$ cat config.mk
export PLATFORM = sky130hd
export DESIGN_NAME = length_prefixed_frame_receiver
export DESIGN_NICKNAME = d
export VERILOG_FILES = /design/src/rtl/lpfr_pkg.sv /design/src/rtl/length_prefixed_frame_receiver.sv
export SDC_FILE = /design/constraint.sdc
export NUM_CORES = 2
export LEC_CHECK = 0
export ABC_CLOCK_PERIOD_IN_PS = 5600
export BUFFER_PORTS_ARGS = -buffer_cell sky130_fd_sc_hd__buf_2
export CAP_MARGIN = 10
export CORE_AREA = 2 2 545 547
export CTS_BUF_LIST = sky130_fd_sc_hd__clkbuf_2 sky130_fd_sc_hd__clkbuf_4 sky130_fd_sc_hd__clkbuf_8
export CTS_CLUSTER_DIAMETER = 100
export CTS_CLUSTER_SIZE = 20
export DETAILED_ROUTE_END_ITERATION = 8
export DIE_AREA = 0 0 547 549
export GPL_TIMING_DRIVEN = 0
export SYNTH_ARGS = -nofsm -noshare
export SYNTH_HDL_FRONTEND = slang
export SYNTH_SLANG_ARGS = --single-unit
export TNS_END_PERCENT = 10
$ cat constraint.sdc
create_clock -name i_clk -period 5.6 [get_ports i_clk]
set_clock_uncertainty 0.1 [all_clocks]
set_input_delay 0.28 -clock i_clk [delete_from_list [all_inputs] [get_ports i_clk]]
set_output_delay 0.28 -clock i_clk [all_outputs]
set_load 0.03 [all_outputs]
$ cat src/rtl/lpfr_pkg.sv
package lpfr_pkg;

    // Payload buffer depth and the address width that follows from it
    localparam int FRAME_BYTES = 256;
    localparam int FRAME_AW    = (FRAME_BYTES > 1) ? $clog2(FRAME_BYTES) : 1;
    localparam logic [16:0] FRAME_BYTES_W = 17'(FRAME_BYTES);

    localparam logic [7:0]  START_MARK    = 8'h3C;
    localparam logic [31:0] TIMEOUT_RESET = 32'd2000;

    // Request codes
    localparam logic [1:0] FUNC_BYTE = 2'd0;
    localparam logic [1:0] FUNC_POLL = 2'd1;
    localparam logic [1:0] FUNC_READ = 2'd2;

    // Parser phases
    localparam logic [1:0] PH_IDLE    = 2'd0;
    localparam logic [1:0] PH_LEN_LO  = 2'd1;
    localparam logic [1:0] PH_LEN_HI  = 2'd2;
    localparam logic [1:0] PH_PAYLOAD = 2'd3;

    // Event codes
    localparam logic [1:0] EV_NONE    = 2'd0;
    localparam logic [1:0] EV_DONE    = 2'd1;
    localparam logic [1:0] EV_DROP    = 2'd2;
    localparam logic [1:0] EV_TIMEOUT = 2'd3;

    typedef struct packed {
        logic [1:0]  func;
        logic [7:0]  rx_byte;
        logic [31:0] now_ms;
        logic [7:0]  read_index;
    } t_in_item;

    typedef struct packed {
        logic [1:0]  event_res;
        logic [15:0] payload_len;
        logic [7:0]  read_data;
        logic        busy_res;
    } t_out_item;

endpackage

$ cat src/rtl/length_prefixed_frame_receiver.sv
// Length-prefixed frame receiver. Each request (byte, timeout poll or buffer
// read) yields exactly one result via the stage 1 and output registers; a new
// request is taken every cycle, limited only by output stall. Frame parsing
// state sits in registers and is updated in the accept cycle; payload bytes go
// to a 256 x 8 synchronous buffer memory written in that same cycle. A read
// request fetches its byte from the buffer port in the accept cycle and the
// data is registered, so a read issued right after the byte it targets sees
// that byte. Reading a buffer entry that no frame has written returns an
// unspecified value. The user writes the timeout register through i_cfg_we
// only while no request is in flight; the block itself does not enforce this.
module length_prefixed_frame_receiver
    import lpfr_pkg::*;
(
    input  logic      i_clk,
    input  logic      i_rst_n,
    input  logic      i_cfg_we,
    input  logic [31:0] i_cfg_data,
    input  logic      i_in_valid,
    input  t_in_item  i_in_item,
    output logic      o_in_stall,
    output logic      o_out_valid,
    output t_out_item o_out_item,
    input  logic      i_out_stall
);

    logic [31:0] r_timeout;
    logic [1:0]  r_phase, n_phase;
    logic [15:0] r_exp_len, n_exp_len;
    logic [15:0] r_rcv_cnt, n_rcv_cnt;
    logic [31:0] r_start, n_start;

    logic [7:0]  r_mem [FRAME_BYTES];
    logic [7:0]  r_rd_data;

    // Stage 1: parser result waiting for buffer read data
    logic        r_s1_valid;
    logic [1:0]  r_s1_event;
    logic [15:0] r_s1_len;
    logic        r_s1_busy;
    logic        r_s1_read;

    // Stage 2: output register
    logic        r_s2_valid;
    t_out_item   r_s2_item;

    logic        s2_free, s1_adv, in_acc;
    logic [1:0]  n_event;
    logic [15:0] n_len;
    logic        mem_we;
    logic [FRAME_AW-1:0] wr_addr, rd_addr;
    logic [15:0] rcv_inc;
    logic [31:0] elapsed;
    logic [15:0] rd_idx_ext;
    logic        rd_in_range;

    // Pipeline flow
    assign s2_free    = !r_s2_valid || !i_out_stall;
    assign s1_adv     = r_s1_valid && s2_free;
    assign o_in_stall = r_s1_valid && !s2_free;
    assign in_acc     = i_in_valid && !o_in_stall;

    assign o_out_valid = r_s2_valid;
    assign o_out_item  = r_s2_item;

    assign rcv_inc    = r_rcv_cnt + 16'd1;
    assign elapsed    = i_in_item.now_ms - r_start;
    assign wr_addr    = r_rcv_cnt[FRAME_AW-1:0];
    assign rd_idx_ext = 16'(i_in_item.read_index);
    assign rd_addr    = rd_idx_ext[FRAME_AW-1:0];
    assign rd_in_range = 17'(i_in_item.read_index) < FRAME_BYTES_W;

    // Advance the parser for one request
    always_comb begin
        n_phase   = r_phase;
        n_exp_len = r_exp_len;
        n_rcv_cnt = r_rcv_cnt;
        n_start   = r_start;
        n_event   = EV_NONE;
        n_len     = 16'd0;
        mem_we    = 1'b0;
        priority if (i_in_item.func == FUNC_BYTE) begin
            unique case (r_phase)
                PH_IDLE: begin
                    if (i_in_item.rx_byte == START_MARK) begin
                        n_phase = PH_LEN_LO;
                        n_start = i_in_item.now_ms;
                    end
                end
                PH_LEN_LO: begin
                    n_exp_len = 16'(i_in_item.rx_byte);
                    n_phase   = PH_LEN_HI;
                end
                PH_LEN_HI: begin
                    n_exp_len = {i_in_item.rx_byte, r_exp_len[7:0]};
                    n_rcv_cnt = 16'd0;
                    if (n_exp_len == 16'd0) begin
                        n_phase = PH_IDLE;
                        n_start = 32'd0;
                    end else begin
                        n_phase = PH_PAYLOAD;
                    end
                end
                default: begin
                    mem_we    = 17'(r_rcv_cnt) < FRAME_BYTES_W;
                    n_rcv_cnt = rcv_inc;
                    if (rcv_inc >= r_exp_len) begin
                        n_phase   = PH_IDLE;
                        n_exp_len = 16'd0;
                        n_rcv_cnt = 16'd0;
                        n_start   = 32'd0;
                        if (17'(r_exp_len) > FRAME_BYTES_W) begin
                            n_event = EV_DROP;
                        end else begin
                            n_event = EV_DONE;
                            n_len   = r_exp_len;
                        end
                    end
                end
            endcase
        end else if (i_in_item.func == FUNC_POLL) begin
            if (r_phase != PH_IDLE && elapsed >= r_timeout) begin
                n_phase   = PH_IDLE;
                n_exp_len = 16'd0;
                n_rcv_cnt = 16'd0;
                n_start   = 32'd0;
                n_event   = EV_TIMEOUT;
            end
        end else begin
            // Reads and unused codes leave the parser alone
        end
    end

    // Hold timeout register
    always_ff @(posedge i_clk) begin
        if (!i_rst_n) begin
            r_timeout <= TIMEOUT_RESET;
        end else if (i_cfg_we) begin
            r_timeout <= i_cfg_data;
        end
    end

    // Update parser state on accept
    always_ff @(posedge i_clk) begin
        if (!i_rst_n) begin
            r_phase   <= PH_IDLE;
            r_exp_len <= 16'd0;
            r_rcv_cnt <= 16'd0;
            r_start   <= 32'd0;
        end else if (in_acc) begin
            r_phase   <= n_phase;
            r_exp_len <= n_exp_len;
            r_rcv_cnt <= n_rcv_cnt;
            r_start   <= n_start;
        end
    end

    // Payload buffer: write stored bytes, fetch read requests
    always_ff @(posedge i_clk) begin
        if (in_acc && mem_we) begin
            r_mem[wr_addr] <= i_in_item.rx_byte;
        end
        if (in_acc && i_in_item.func == FUNC_READ) begin
            r_rd_data <= r_mem[rd_addr];
        end
    end

    // Stage 1 control
    always_ff @(posedge i_clk) begin
        if (!i_rst_n) begin
            r_s1_valid <= 1'b0;
        end else if (in_acc) begin
            r_s1_valid <= 1'b1;
        end else if (s1_adv) begin
            r_s1_valid <= 1'b0;
        end
    end

    // Stage 1 payload
    always_ff @(posedge i_clk) begin
        if (in_acc) begin
            r_s1_event <= n_event;
            r_s1_len   <= n_len;
            r_s1_busy  <= (n_phase != PH_IDLE);
            r_s1_read  <= (i_in_item.func == FUNC_READ) && rd_in_range;
        end
    end

    // Output register
    always_ff @(posedge i_clk) begin
        if (!i_rst_n) begin
            r_s2_valid <= 1'b0;
        end else if (s1_adv) begin
            r_s2_valid <= 1'b1;
        end else if (!i_out_stall) begin
            r_s2_valid <= 1'b0;
        end
    end

    always_ff @(posedge i_clk) begin
        if (s1_adv) begin
            r_s2_item.event_res   <= r_s1_event;
            r_s2_item.payload_len <= r_s1_len;
            r_s2_item.read_data   <= r_s1_read ? r_rd_data : 8'd0;
            r_s2_item.busy_res    <= r_s1_busy;
        end
    end

    // Checks
    a_stall_only_full: assert property (@(posedge i_clk) disable iff (!i_rst_n)
        o_in_stall |-> (r_s1_valid && r_s2_valid))
        else $error("input stalled with a free pipeline slot");

    a_payload_len: assert property (@(posedge i_clk) disable iff (!i_rst_n)
        (r_phase == PH_PAYLOAD) |-> (r_exp_len != 16'd0 && r_rcv_cnt < r_exp_len))
        else $error("payload phase with invalid length or count");

    a_idle_clear: assert property (@(posedge i_clk) disable iff (!i_rst_n)
        (r_phase == PH_IDLE) |-> (r_rcv_cnt == 16'd0 && r_start == 32'd0))
        else $error("idle parser holds stale frame state");

    a_done_len: assert property (@(posedge i_clk) disable iff (!i_rst_n)
        (r_s1_valid && r_s1_event != EV_DONE) |-> (r_s1_len == 16'd0))
        else $error("frame length reported without completion");

endmodule
==> results.ini <==
[synth]
synth_seq_cells = 2203
synth_edf_count = 2103
syn_area_per_cell_um2 = 20.8
yosys.area.top_type = edfxtp_1
synthTopCellsByArea = edfxtp_1, mux4_2, dfxtp_1
async_reset_ff_frac = 0
ys_types = 66
syn_area_um2 = 88000
synth_ff_type = edfxtp_1
ys_warn_count = 0
synthCells = 4242
ys_seq_area_frac = 0.740
ys_top_cells_by_count = edfxtp_1, mux4_2, nor2_1, clkbuf_1, nand2_1
yosysMostFrequentCell = edfxtp_1
synth_top_area_share = 0.717

[setup_path]
cp.arrival_ps = 5980
cp_top_family = compound AO/OA/AOI/OAI gates
path_buf_inv = 4
slowest_delay_ps = 450
path_max_fanout = 5
endpoint_kind = register
crit_required_ps = 6220
path_depth = 20
criticalPathCategory = reg -> reg
crit_chain = inv_1, ha_1, o21a_1, o31a_1, o211ai_1, a21oi_1, o221ai_1, a211o_1, buf_4, nand3_1, o211ai_1, ha_1, nand4_1, or3_4, nor4_4, o21ai_4, a2111oi_4, buf_4, buf_4, o31ai_1
cp_common_cell = buf_4
crit_slowest_cell = or3_4
cp-start-kind = register
reg2reg_depth = 20

[cells_and_area]
final_util = 0.333
drive_above_1_share = 0.233
final_nets = 4870
final_area_um2 = 98300
area_growth_pct = 11.7

[clocking]
htree_levels = 4
ctsRootBufferMaster = clkbuf_8
cts_max_path_buffers = 3
cts.sinks = 2203
clk_pin_slew_ps = 110
clk_latency_ps = 1010
cts_buffers = 137
cts_tree = done

[place]
routabilityCongestion = 0.892
post_dp_cell_area_um2 = 94100
dpl.hpwl_um = 160000
port_buffers = 109

[power_and_ir_drop]
power_density_nw_per_um2 = 284
vdd_drop_max_v = 0.000234
leakagePower_uw = 0.0297

[floorplan]
die_area_um2 = 300000
io_pins = 116
die_w_um = 547
initial_core_util = 0.298
rows = 200
coreArea_um2 = 295000
die_height_um = 549

[sta]
worstMarginPinSlew_ps = 1300
maxSlewViolCount = 0
post-route-min-period_ps = 5360
setup-violations-final = 0
finalHoldViolCount = 0
maxSlewHeadroom = 0.134
rsz0062_at_grt = false
max_freq_mhz = 187
post-route-period-util = 0.957

[grt]
antenna_found_initial = 16
grt_overflow = 0
grt_max_degree = 153
track_usage = 0.158
grt_pass1_wl_um = 338000
grt_pass1_vias = 44500

[route]
wl_um = 241000
wire_per_inst_um = 27.8
drt_first_pass_iters = 8
via_per_inst = 5.14
drt_drc_violations_left = 0
routed-via-count = 44700
drt_iter0_drc = 5299
final_antenna_net_count = 0

[worst_hold_path]
hold_path_class = in -> reg
min_delay_path_depth = 2

[outcome]
status = finished, final reports clean

[job]
max_cap_violations = 0

-- where the power goes --
part | internal (uW) | switching (uW)
Combinational | 818 | 1240
Clock | 2510 | 5260
Sequential | 18000 | 17.9
Total | 21400 | 6510
-- worst paths after layout --
kind	startpoint	to	slack [ps]
setup / recovery	r_start[2]	r_s1_busy	240
hold / removal	i_in_item[44]	r_mem[157][4]	220
setup reg to reg	r_start[2]	r_s1_busy	240
hold reg to reg	r_s1_len[10]	o_out_item[19]	320
-- area by class of cell --
type / count / area, um^2
clock inverters: 30 / 413
clock buffers: 147 / 1970
plain buffers: 230 / 985
fillers: 27500 / 197000
multi-input cells: 1714 / 21700
flip-flops and latches: 2203 / 65200
repair buffers: 309 / 2810
inverters: 99 / 372
well taps: 3939 / 4930
diodes: 13 / 32.5
-- kinds of logic (layout without fill, tap and decap cells) --
kind of cell	Yosys count	count (layout)	share of synthesized area
DFF	2203	2203	0.740
other	1	20	0.0000426
adders and majority gates	89	89	0.0127
muxes	715	715	0.177
AOI/OAI and AO/OA	263	263	0.0207
xor gates and xnor gates	36	36	0.00358
buffers and inverters	331	815	0.0151
and+or+nand+nor	604	604	0.0309
-- stage by stage --
step	setup TNS, ps	std cells	setup WS, ps	hold WS [ps]	power [uW]
floorplan	0	4248	782	279	19400
global placement	-83050	8296	-1510	301	20400
detailed placement	-20920	8315	-636	306	20400
CTS	0	8665	10.8	186	28000
global route	0	8679	10.5	211	28700
finish	0	8684	240	224	27900
-- placed cells by master, fill, tap and decap left out, drive strengths merged, types with 13 or more instances in the layout --
| master | instances |
|---|---|
| a21o | 27 |
| a21oi | 47 |
| a22oi | 16 |
| a31oi | 13 |
| a32oi | 32 |
| buf | 214 |
| clkbuf | 301 |
| dfxtp | 100 |
| diode | 13 |
| dlygate4sd3 | 171 |
| edfxtp | 2103 |
| ha | 88 |
| inv | 119 |
| mux2i | 42 |
| mux4 | 672 |
| nand2 | 108 |
| nand3 | 52 |
| nand4 | 15 |
| nor2 | 301 |
| nor2b | 39 |
| nor3 | 16 |
| nor4 | 19 |
| o21ai | 56 |
| xnor2 | 25 |
-- flip-flops by register name (all words and copies together), names as in the netlist, 8 cells and up --
register,count
r_exp_len,16
r_mem,2048
o_out_item,27
r_rd_data,8
r_rcv_cnt,16
r_start,32
r_timeout,32
r_s1_len,16
-- routing by layer --
metal | global-route usage | wire, um | vias to the layer above
li1 | - | - | 18300
met1 | 0.213 | 99300 | 24100
met2 | 0.250 | 113000 | 1897
met3 | 0.0387 | 20700 | 314
met4 | 0.0496 | 7660 | 10
met5 | 0 | 75 | -
-- what timing repair did --
item	CTS	global route
hold buffers	171	0
hold endpoints to repair	1175	0
gates resized for setup	8	10
buffers inserted	3	7
pin swaps	1	7
endpoints found under the setup margin	44	66
No activity file was read; power rests on OpenSTA's default activity.
